--- src/sv/rlse_pkg.sv ---
// ----------------------------------------------------------------------------
// Run-length string expander package
// Operation codes, queue entry type and character constants shared by the
// front end, the back end and the checker.
// ----------------------------------------------------------------------------
package rlse_pkg;

	// Action codes as they arrive on the input channel.
	localparam logic [1:0] ACT_LOAD  = 2'd0;
	localparam logic [1:0] ACT_NEXT  = 2'd1;
	localparam logic [1:0] ACT_QUERY = 2'd2;
	localparam logic [1:0] ACT_CLEAR = 2'd3;

	// Character codes.
	localparam logic [7:0] CHR_SPACE   = 8'd32;
	localparam logic [7:0] CHR_ZERO    = 8'd48;
	localparam logic [7:0] CHR_NINE    = 8'd57;
	localparam logic [7:0] CHR_UPPER_A = 8'd65;
	localparam logic [7:0] CHR_UPPER_Z = 8'd90;
	localparam logic [7:0] CHR_LOWER_A = 8'd97;
	localparam logic [7:0] CHR_LOWER_Z = 8'd122;

	// Classified operation handed from the front end to the back end.
	typedef enum logic [2:0] {
		OP_LETTER = 3'd0,
		OP_DIGIT  = 3'd1,
		OP_NEXT   = 3'd2,
		OP_QUERY  = 3'd3,
		OP_CLEAR  = 3'd4
	} op_kind_t;

	// Queue entry: the kind plus a letter code or a digit value.
	typedef struct packed {
		op_kind_t   kind;
		logic [7:0] data;
	} rlse_op_t;

endpackage

--- src/sv/rlse_ram.sv ---
// ----------------------------------------------------------------------------
// Generic RAM
// One write port and one read port with registered read data.
// ----------------------------------------------------------------------------
module rlse_ram #(
	parameter int WIDTH = 8,
	parameter int DEPTH = 64
) (
	input  logic                     clk,
	input  logic                     wr_en,
	input  logic [$clog2(DEPTH)-1:0] wr_addr,
	input  logic [WIDTH-1:0]         wr_data,
	input  logic                     rd_en,
	input  logic [$clog2(DEPTH)-1:0] rd_addr,
	output logic [WIDTH-1:0]         rd_data
);

	logic [WIDTH-1:0] mem_q [DEPTH];
	logic [WIDTH-1:0] rd_data_q;

	// Write port.
	always_ff @(posedge clk) begin
		if (wr_en) begin
			mem_q[wr_addr] <= wr_data;
		end
	end

	// Registered read port.
	always_ff @(posedge clk) begin
		if (rd_en) begin
			rd_data_q <= mem_q[rd_addr];
		end
	end

	assign rd_data = rd_data_q;

endmodule

--- src/sv/rlse_front.sv ---
// ----------------------------------------------------------------------------
// Run-length string expander front end
// Accepts input transactions, classifies each into an operation, drops stray
// bytes and queues the rest in a two-entry queue for the back end.
// ----------------------------------------------------------------------------
module rlse_front
	import rlse_pkg::*;
(
	input  logic       clk,
	input  logic       arst_n,
	input  logic       s_axis_tvalid,
	output logic       s_axis_tready,
	input  logic [7:0] s_axis_tdata,
	input  logic [1:0] s_axis_tuser,
	output logic       op_valid,
	output rlse_op_t   op,
	input  logic       op_ready
);

	localparam int QDEPTH = 2;

	rlse_op_t   queue_q [QDEPTH];
	logic       wr_ptr_q;
	logic       rd_ptr_q;
	logic [1:0] fill_q;

	rlse_op_t   cls_op;
	logic       cls_keep;
	logic       is_letter;
	logic       is_digit;
	logic       push;
	logic       pop;

	// Character classes of the incoming byte.
	assign is_letter = ((s_axis_tdata >= CHR_UPPER_A) && (s_axis_tdata <= CHR_UPPER_Z)) ||
		((s_axis_tdata >= CHR_LOWER_A) && (s_axis_tdata <= CHR_LOWER_Z));
	assign is_digit  = (s_axis_tdata >= CHR_ZERO) && (s_axis_tdata <= CHR_NINE);

	// Classify the transaction; stray bytes are not queued at all.
	always_comb begin
		cls_op   = '{kind: OP_LETTER, data: s_axis_tdata};
		cls_keep = 1'b1;
		unique case (s_axis_tuser)
			ACT_LOAD: begin
				if (is_letter) begin
					cls_op.kind = OP_LETTER;
				end else if (is_digit) begin
					cls_op.kind = OP_DIGIT;
					cls_op.data = s_axis_tdata - CHR_ZERO;
				end else begin
					cls_keep = 1'b0;
				end
			end
			ACT_NEXT:  cls_op.kind = OP_NEXT;
			ACT_QUERY: cls_op.kind = OP_QUERY;
			ACT_CLEAR: cls_op.kind = OP_CLEAR;
			default:   cls_keep = 1'b0;
		endcase
	end

	assign s_axis_tready = (fill_q != 2'(QDEPTH));
	assign push          = s_axis_tvalid && s_axis_tready && cls_keep;
	assign op_valid      = (fill_q != 2'd0);
	assign op            = queue_q[rd_ptr_q];
	assign pop           = op_valid && op_ready;

	// Queue storage.
	always_ff @(posedge clk) begin
		if (push) begin
			queue_q[wr_ptr_q] <= cls_op;
		end
	end

	// Queue pointers and fill level.
	always_ff @(posedge clk or negedge arst_n) begin
		if (!arst_n) begin
			wr_ptr_q <= 1'b0;
			rd_ptr_q <= 1'b0;
			fill_q   <= 2'd0;
		end else begin
			if (push) begin
				wr_ptr_q <= ~wr_ptr_q;
			end
			if (pop) begin
				rd_ptr_q <= ~rd_ptr_q;
			end
			if (push && !pop) begin
				fill_q <= fill_q + 2'd1;
			end else if (pop && !push) begin
				fill_q <= fill_q - 2'd1;
			end
		end
	end

endmodule

--- src/sv/rlse_back.sv ---
// ----------------------------------------------------------------------------
// Run-length string expander back end
// Builds pairs from letters and digits, stores closed pairs in the pair table
// and serves next and query requests through an output register.
// ----------------------------------------------------------------------------
module rlse_back
	import rlse_pkg::*;
#(
	parameter int MAX_PAIRS  = 64,
	parameter int COUNT_BITS = 31
) (
	input  logic       clk,
	input  logic       arst_n,
	input  logic       op_valid,
	input  rlse_op_t   op,
	output logic       op_ready,
	output logic       m_axis_tvalid,
	input  logic       m_axis_tready,
	output logic [7:0] m_axis_tdata,
	output logic [1:0] m_axis_tuser
);

	localparam int AW = (MAX_PAIRS > 1) ? $clog2(MAX_PAIRS) : 1;
	localparam int SW = $clog2(MAX_PAIRS + 1);
	localparam int CW = COUNT_BITS;
	localparam int EW = COUNT_BITS + 4;
	localparam int TW = 8 + COUNT_BITS;

	typedef enum logic [2:0] {
		ST_IDLE = 3'b001,
		ST_READ = 3'b010,
		ST_EXEC = 3'b100
	} back_state_t;

	back_state_t   state_q;
	logic [SW-1:0] total_q;
	logic [SW-1:0] slot_q;
	logic [7:0]    open_letter_q;
	logic [CW-1:0] open_count_q;
	logic          open_valid_q;
	logic          ovf_q;
	logic          is_next_q;
	logic          out_valid_q;
	logic [7:0]    out_letter_q;
	logic          out_more_q;
	logic          out_ovf_q;

	logic          take;
	logic          close_keep;
	logic          tbl_full;
	logic          close_wr;
	logic [EW-1:0] scaled;
	logic [CW-1:0] digit_count;
	logic [TW-1:0] rd_data;
	logic [7:0]    head_letter;
	logic [CW-1:0] head_count;
	logic [CW-1:0] dec_count;
	logic          hit;
	logic          out_free;
	logic          exec_go;
	logic          exec_wb;
	logic [SW-1:0] next_slot;
	logic          ram_wr_en;
	logic [AW-1:0] ram_wr_addr;
	logic [TW-1:0] ram_wr_data;

	// Queue handshake: operations are taken only in the idle state.
	assign op_ready = (state_q == ST_IDLE);
	assign take     = op_valid && op_ready;

	// Closing the open pair stores it only if its count is nonzero.
	assign close_keep = open_valid_q && (open_count_q != '0);
	assign tbl_full   = (total_q == SW'(MAX_PAIRS));
	assign close_wr   = take && (op.kind != OP_DIGIT) && (op.kind != OP_CLEAR) &&
		close_keep && !tbl_full;

	// Decimal accumulate with saturation: count*10 + digit.
	assign scaled = EW'({open_count_q, 3'b000}) + EW'({open_count_q, 1'b0}) +
		EW'(op.data[3:0]);
	assign digit_count = (|scaled[EW-1:CW]) ? {CW{1'b1}} : scaled[CW-1:0];

	// Head pair read from the table.
	assign head_letter = rd_data[TW-1:CW];
	assign head_count  = rd_data[CW-1:0];
	assign dec_count   = head_count - CW'(1);
	assign hit         = (slot_q < total_q);
	assign out_free    = !out_valid_q || m_axis_tready;
	assign exec_go     = (state_q == ST_EXEC) && out_free;
	assign exec_wb     = exec_go && is_next_q && hit;
	assign next_slot   = (exec_wb && (dec_count == '0)) ? slot_q + SW'(1) : slot_q;

	// Table write port: appends while closing, write-back while serving.
	always_comb begin
		ram_wr_en   = close_wr || exec_wb;
		ram_wr_addr = total_q[AW-1:0];
		ram_wr_data = {open_letter_q, open_count_q};
		if (exec_wb) begin
			ram_wr_addr = slot_q[AW-1:0];
			ram_wr_data = {head_letter, dec_count};
		end
	end

	rlse_ram #(
		.WIDTH (TW),
		.DEPTH (MAX_PAIRS)
	) u_tbl (
		.clk     (clk),
		.wr_en   (ram_wr_en),
		.wr_addr (ram_wr_addr),
		.wr_data (ram_wr_data),
		.rd_en   (state_q == ST_READ),
		.rd_addr (slot_q[AW-1:0]),
		.rd_data (rd_data)
	);

	// Control state, pair building and request sequencing.
	always_ff @(posedge clk or negedge arst_n) begin
		if (!arst_n) begin
			state_q       <= ST_IDLE;
			total_q       <= '0;
			slot_q        <= '0;
			open_letter_q <= '0;
			open_count_q  <= '0;
			open_valid_q  <= 1'b0;
			ovf_q         <= 1'b0;
			is_next_q     <= 1'b0;
		end else begin
			unique case (state_q)
				ST_IDLE: begin
					if (take) begin
						unique case (op.kind)
							OP_LETTER, OP_NEXT, OP_QUERY: begin
								if (close_keep && tbl_full) begin
									ovf_q <= 1'b1;
								end
								if (close_wr) begin
									total_q <= total_q + SW'(1);
								end
								if (op.kind == OP_LETTER) begin
									open_letter_q <= op.data;
									open_count_q  <= '0;
									open_valid_q  <= 1'b1;
								end else begin
									open_valid_q <= 1'b0;
									is_next_q    <= (op.kind == OP_NEXT);
									state_q      <= ST_READ;
								end
							end
							OP_DIGIT: begin
								if (open_valid_q) begin
									open_count_q <= digit_count;
								end
							end
							OP_CLEAR: begin
								total_q       <= '0;
								slot_q        <= '0;
								open_letter_q <= '0;
								open_count_q  <= '0;
								open_valid_q  <= 1'b0;
								ovf_q         <= 1'b0;
							end
							default: ;
						endcase
					end
				end
				ST_READ: begin
					state_q <= ST_EXEC;
				end
				ST_EXEC: begin
					if (out_free) begin
						slot_q  <= next_slot;
						state_q <= ST_IDLE;
					end
				end
				default: state_q <= ST_IDLE;
			endcase
		end
	end

	// Output register valid flag.
	always_ff @(posedge clk or negedge arst_n) begin
		if (!arst_n) begin
			out_valid_q <= 1'b0;
		end else if (exec_go) begin
			out_valid_q <= 1'b1;
		end else if (m_axis_tready) begin
			out_valid_q <= 1'b0;
		end
	end

	// Output register payload.
	always_ff @(posedge clk) begin
		if (exec_go) begin
			out_letter_q <= hit ? head_letter : CHR_SPACE;
			out_more_q   <= (next_slot < total_q);
			out_ovf_q    <= ovf_q;
		end
	end

	assign m_axis_tvalid = out_valid_q;
	assign m_axis_tdata  = out_letter_q;
	assign m_axis_tuser  = {out_ovf_q, out_more_q};

endmodule

--- src/sv/run_length_string_expander.sv ---
// ----------------------------------------------------------------------------
// Run-length string expander
// Takes a run-length compressed string byte by byte and hands out the
// expanded letters one at a time on request.
// ----------------------------------------------------------------------------
//
// Channel  Dir  tdata (low bit up)   tuser (low bit up)
// s_axis   in   byte_value[7:0]      action[1:0]
// m_axis   out  letter[7:0]          has_more, overflowed
//
// A load or clear transaction is handled in the idle state; a next or query
// request steps through idle, read and exec (close the open pair, table read,
// update and result); read covers the registered read of the single pair table.
// A two-entry queue sits between the input channel and the back end, so input
// transactions keep being accepted while a result waits in the output register.
// Stray bytes are dropped at the input without using a queue entry.
// Reset is asynchronous; the pair table needs no clearing pass.
//
module run_length_string_expander
	import rlse_pkg::*;
#(
	parameter int MAX_PAIRS  = 64,
	parameter int COUNT_BITS = 31
) (
	input  logic       clk,
	input  logic       arst_n,
	input  logic       s_axis_tvalid,
	output logic       s_axis_tready,
	input  logic [7:0] s_axis_tdata,   // byte_value[7:0]
	input  logic [1:0] s_axis_tuser,   // action[1:0]
	output logic       m_axis_tvalid,
	input  logic       m_axis_tready,
	output logic [7:0] m_axis_tdata,   // letter[7:0]
	output logic [1:0] m_axis_tuser    // [0] has_more, [1] overflowed
);

	logic     op_valid;
	logic     op_ready;
	rlse_op_t op;

	// Front end: accept, classify and queue.
	rlse_front u_front (
		.clk           (clk),
		.arst_n        (arst_n),
		.s_axis_tvalid (s_axis_tvalid),
		.s_axis_tready (s_axis_tready),
		.s_axis_tdata  (s_axis_tdata),
		.s_axis_tuser  (s_axis_tuser),
		.op_valid      (op_valid),
		.op            (op),
		.op_ready      (op_ready)
	);

	// Back end: pair table and request handling.
	rlse_back #(
		.MAX_PAIRS  (MAX_PAIRS),
		.COUNT_BITS (COUNT_BITS)
	) u_back (
		.clk           (clk),
		.arst_n        (arst_n),
		.op_valid      (op_valid),
		.op            (op),
		.op_ready      (op_ready),
		.m_axis_tvalid (m_axis_tvalid),
		.m_axis_tready (m_axis_tready),
		.m_axis_tdata  (m_axis_tdata),
		.m_axis_tuser  (m_axis_tuser)
	);

endmodule

--- config.mk ---
export PLATFORM = sky130hd
export DESIGN_NAME = run_length_string_expander
export DESIGN_NICKNAME = d
export VERILOG_FILES = /design/src/sv/rlse_pkg.sv /design/src/sv/rlse_ram.sv /design/src/sv/rlse_front.sv /design/src/sv/rlse_back.sv /design/src/sv/run_length_string_expander.sv
export SDC_FILE = /design/constraint.sdc
export NUM_CORES = 2
export LEC_CHECK = 0
export BUFFER_PORTS_ARGS = -buffer_cell sky130_fd_sc_hd__buf_2
export CORE_MARGIN = 2
export CORE_UTILIZATION = 50
export CTS_BUF_LIST = sky130_fd_sc_hd__clkbuf_2 sky130_fd_sc_hd__clkbuf_4 sky130_fd_sc_hd__clkbuf_8
export CTS_CLUSTER_SIZE = 8
export DETAILED_ROUTE_END_ITERATION = 8
export PLACE_DENSITY = 0.66
export SYNTH_ARGS = -nofsm -noshare
export SYNTH_HDL_FRONTEND = slang
export SYNTH_SLANG_ARGS = --single-unit
--- constraint.sdc ---
create_clock -name clk -period 6.66 [get_ports clk]
set_clock_uncertainty 0.1 [all_clocks]
set_input_delay 0.999 -clock clk [delete_from_list [all_inputs] [get_ports clk]]
set_output_delay 0.999 -clock clk [all_outputs]
set_load 0.1 [all_outputs]
==> results.sh <==
export IMPL_status="finished, final reports clean"
export IMPL_synth_mux_area_share_pct=18.0
export IMPL_worst_r2r_endpoint="u_back.out_more_q"
export IMPL_ant_nets=0
export IMPL_worstMarginPinSlew_ns=1.32
export IMPL_clk_pin_slew_ns=0.06
export IMPL_startpoint_type="flop"
export IMPL_post_cts_buffers=0
export IMPL_worst_path_largest_cell_delay_ns=1.05
export IMPL_vias_per_cell=6.44
export IMPL_cts_buffers=428
export IMPL_clock_path_buffers=4
export IMPL_fin_nets=5109
export IMPL_min_path_cells=1
export IMPL_synth_most_common_cell="edfxtp_1"
export IMPL_cts_sinks=2631
export IMPL_io_pins=26
export IMPL_timing_rr_start="u_back.slot_q[2]"
export IMPL_synth_top_area_share_pct=74.3
export IMPL_drt_wl_total_mm=270
export IMPL_hold_viol=0
export IMPL_synth_cell_type_count=77
export IMPL_synth_top_area_cell="edfxtp_1"
export IMPL_hold_end="u_front.queue_q[0][2]"
export IMPL_initialDrtViolationCount=6632
export IMPL_place_gp_congestion=0.895
export IMPL_cts_hold_buffers=4
export IMPL_cp_max_fo=42
export IMPL_grt_antenna_before_repair=6
export IMPL_cts_tree="yes"
export IMPL_rows=167
export IMPL_routedWlPerCell_um=33.7
export IMPL_synthCells=4569
export IMPL_leakage_uw=0.0361
export IMPL_hpwl_mm=152
export IMPL_r2r_worst_path_cells=12
export IMPL_start_util_pct=50.2
export IMPL_fin_util_pct=56.6
export IMPL_critical_path_top_delay_family="simple AND/OR/NAND/NOR gates"
export IMPL_synthXorXnorAreaFrac_pct=0.616
export IMPL_synth_flop_cell="edfxtp_1"
export IMPL_final_cells=7997
export IMPL_setup_viol=0
export IMPL_synth_top_family_by_area="multiplexers"
export IMPL_synth_edf_count=2567
export IMPL_dp_slack_ns=1.18
export IMPL_cp_cell_sequence="ha_1 > a21oi_1 > o211a_1 > buf_4 > nand4_1 > nor3_2 > nand4_1 > xnor2_1 > ha_1 > a21o_1 > a21o_1 > a211oi_1"
export IMPL_die_y_um=460
export IMPL_synth_compound_area_share_pct=1.60
export IMPL_ys_ff_latch=2631
export IMPL_power_density_nw_per_um2=349
export IMPL_period_minus_slack_ns=5.30
export IMPL_track_usage_pct=25.8
export IMPL_tns_ns=0
export IMPL_crit_slowest_cell="nor3_2"
export IMPL_cts_resized_gates=0
export IMPL_grt_max_degree=136
export IMPL_synth_simple_area_share_pct=1.92
export IMPL_cp_required_ns=7.48
export IMPL_fin_crit_sh_pct=79.6
export IMPL_htree_num_levels=5
export IMPL_slew_viol_final=0
export IMPL_grt_ovfl_total=0
export IMPL_synth_nets=4673
export IMPL_die_width_um=460
export IMPL_hp_class="input pin to flop"
export IMPL_cts_root_buf="clkbuf_8"
export IMPL_synthTopCellsByArea="edfxtp_1 74%, mux4_2 18%, dfrtp_1 1.5%"
export IMPL_cp_buffers_inverters=1
export IMPL_syn_area_per_cell_um2=22.7
export IMPL_grt_pass1_vias=51655
export IMPL_synth_commonest_cells="2567 x edfxtp_1, 819 x mux4_2, 143 x clkbuf_1"
export IMPL_drive_gt1_share_pct=34.6
export IMPL_setup_slack_ns=1.36
export IMPL_area_delta_synth_final_pct=12.8
export IMPL_yosysWarnings=0
export IMPL_relSlewSlack_pct=11.8
export IMPL_ir_worst_vdd_mv=0.327
export IMPL_grt_setup_unrepaired="false"
export IMPL_setup_worst_path_class="flop to flop"
export IMPL_timing_fmax_mhz=189
export IMPL_core_area_um2=207000
export IMPL_critical_path_arrival_ns=6.12
export IMPL_drc_errors=0
export IMPL_cap_violations=0
export IMPL_first_pass_iters=6
export IMPL_hp_start="s_axis_tdata[2]"
export IMPL_clkLatencyLatePin_ns=1.12
export IMPL_via_count=51520
export IMPL_critPathCaptureType="flop"
export IMPL_die_area_um2=211000
export IMPL_yosysSeqAreaShare_pct=75.8
export IMPL_reg2reg_setup_slack_ns=1.36
export IMPL_synth_async_reset_ratio_pct=2.43
export IMPL_syn_area_um2=104000
export IMPL_dp_cells=7275
export IMPL_grt_pass1_wl_mm=384
export IMPL_port_buffers=25
export IMPL_synth_fa_ha_area_share_pct=1.10
## final cells by class
type,instances,area [um2]
Fill cell,14767,89600
Sequential cell,2631,78700
Multi-Input combinational cell,1687,24900
Clock buffer,609,7340
Tap cell,2704,3380
Timing Repair Buffer,229,1970
Clock inverter,107,602
Inverter,28,105
Antenna cell,2,5.00
## stage by stage
stage / power (uW) / area, um2 / hold WS, ns
after floorplan: 25600 / 104000 / 0.326
after global placement: 27700 / 109000 / 0.354
after detailed placement: 27800 / 109000 / 0.355
after CTS: 41000 / 117000 / 0.00102
after global routing: 42400 / 117000 / 0.0694
final: 40800 / 117000 / 0.113
## report_power, final
| group | total (uW) | switching [uW] | internal, uW | leakage (uW) |
|---|---|---|---|---|
| registers | 21300 | 361 | 20900 | 0.0240 |
| clock network | 13300 | 6080 | 7190 | 0.00424 |
| logic | 6270 | 4670 | 1600 | 0.00778 |
| total | 40800 | 11100 | 29700 | 0.0361 |
## cells by family (layout without fill, tap and decap cells)
logic type               after synthesis  in the layout
XOR/XNOR                              73             73
other                                  0              2
AO/OA/AOI/OAI                        264            264
AND/OR/NAND/NOR                      423            423
adder cells (fa/ha/maj)               90             90
flip-flops                          2631           2631
multiplexers                         837            837
buffers and inverters                251            973
## state kept, by name, summed over array words and instances, names as in the netlist, 2 cells and up
signal                count
u_back.open_letter_q      8
u_front.fill_q            2
u_front.queue_q          22
u_back.u_tbl.mem_q     2496
u_back.state_q            3
u_back.u_tbl.rd_data     39
u_back.open_count_q      31
u_back.m_axis_tdata       8
u_back.slot_q             7
u_back.total_q            7
## placed cells by master (no fill, tap or decap), types with 10 or more instances in the layout
cell type,instances
buf_4,176
nor3_1,25
nand3_1,22
dfrtp_1,57
o21ai_4,27
clkbuf_4,167
buf_12,24
nand4_1,14
a21o_1,19
and2_1,13
clkbuf_8,442
nor4_1,13
clkinv_1,75
a21oi_1,64
nor2_4,64
o21ai_0,60
a31oi_1,17
edfxtp_1,2567
nor2_1,77
xnor2_1,55
nand2b_1,24
xor2_1,18
clkinv_2,20
mux2_2,11
mux4_2,819
o31ai_1,10
inv_1,28
nand2_1,121
buf_2,25
ha_1,88
## metal layers
layer / global-route usage, % / wire length (um) / part of all wire [%]
met4: 8.46 / 8760 / 3.2
met3: 5.25 / 25300 / 9.4
met2: 39.7 / 127000 / 47
met5: 0 / 32 / 0.012
met1: 37.4 / 108000 / 40
## worst max-delay path by stage
stage / end / cells after the start / slack [ns] / start
2_1_floorplan: u_back.u_tbl.mem_q[0][29] / 8 / 0.58 / m_axis_tready
3_3_place_gp: u_back.out_more_q / 16 / 1.18 / m_axis_tready
3_5_place_dp: u_back.out_more_q / 16 / 1.18 / m_axis_tready
4_1_cts: u_back.out_more_q / 14 / 1.40 / u_back.slot_q[3]
5_1_grt: u_back.out_more_q / 14 / 1.01 / u_back.u_tbl.rd_data[0]
6_report: u_back.out_more_q / 12 / 1.36 / u_back.slot_q[2]
Note: power is estimated with default switching activity, not from simulation.
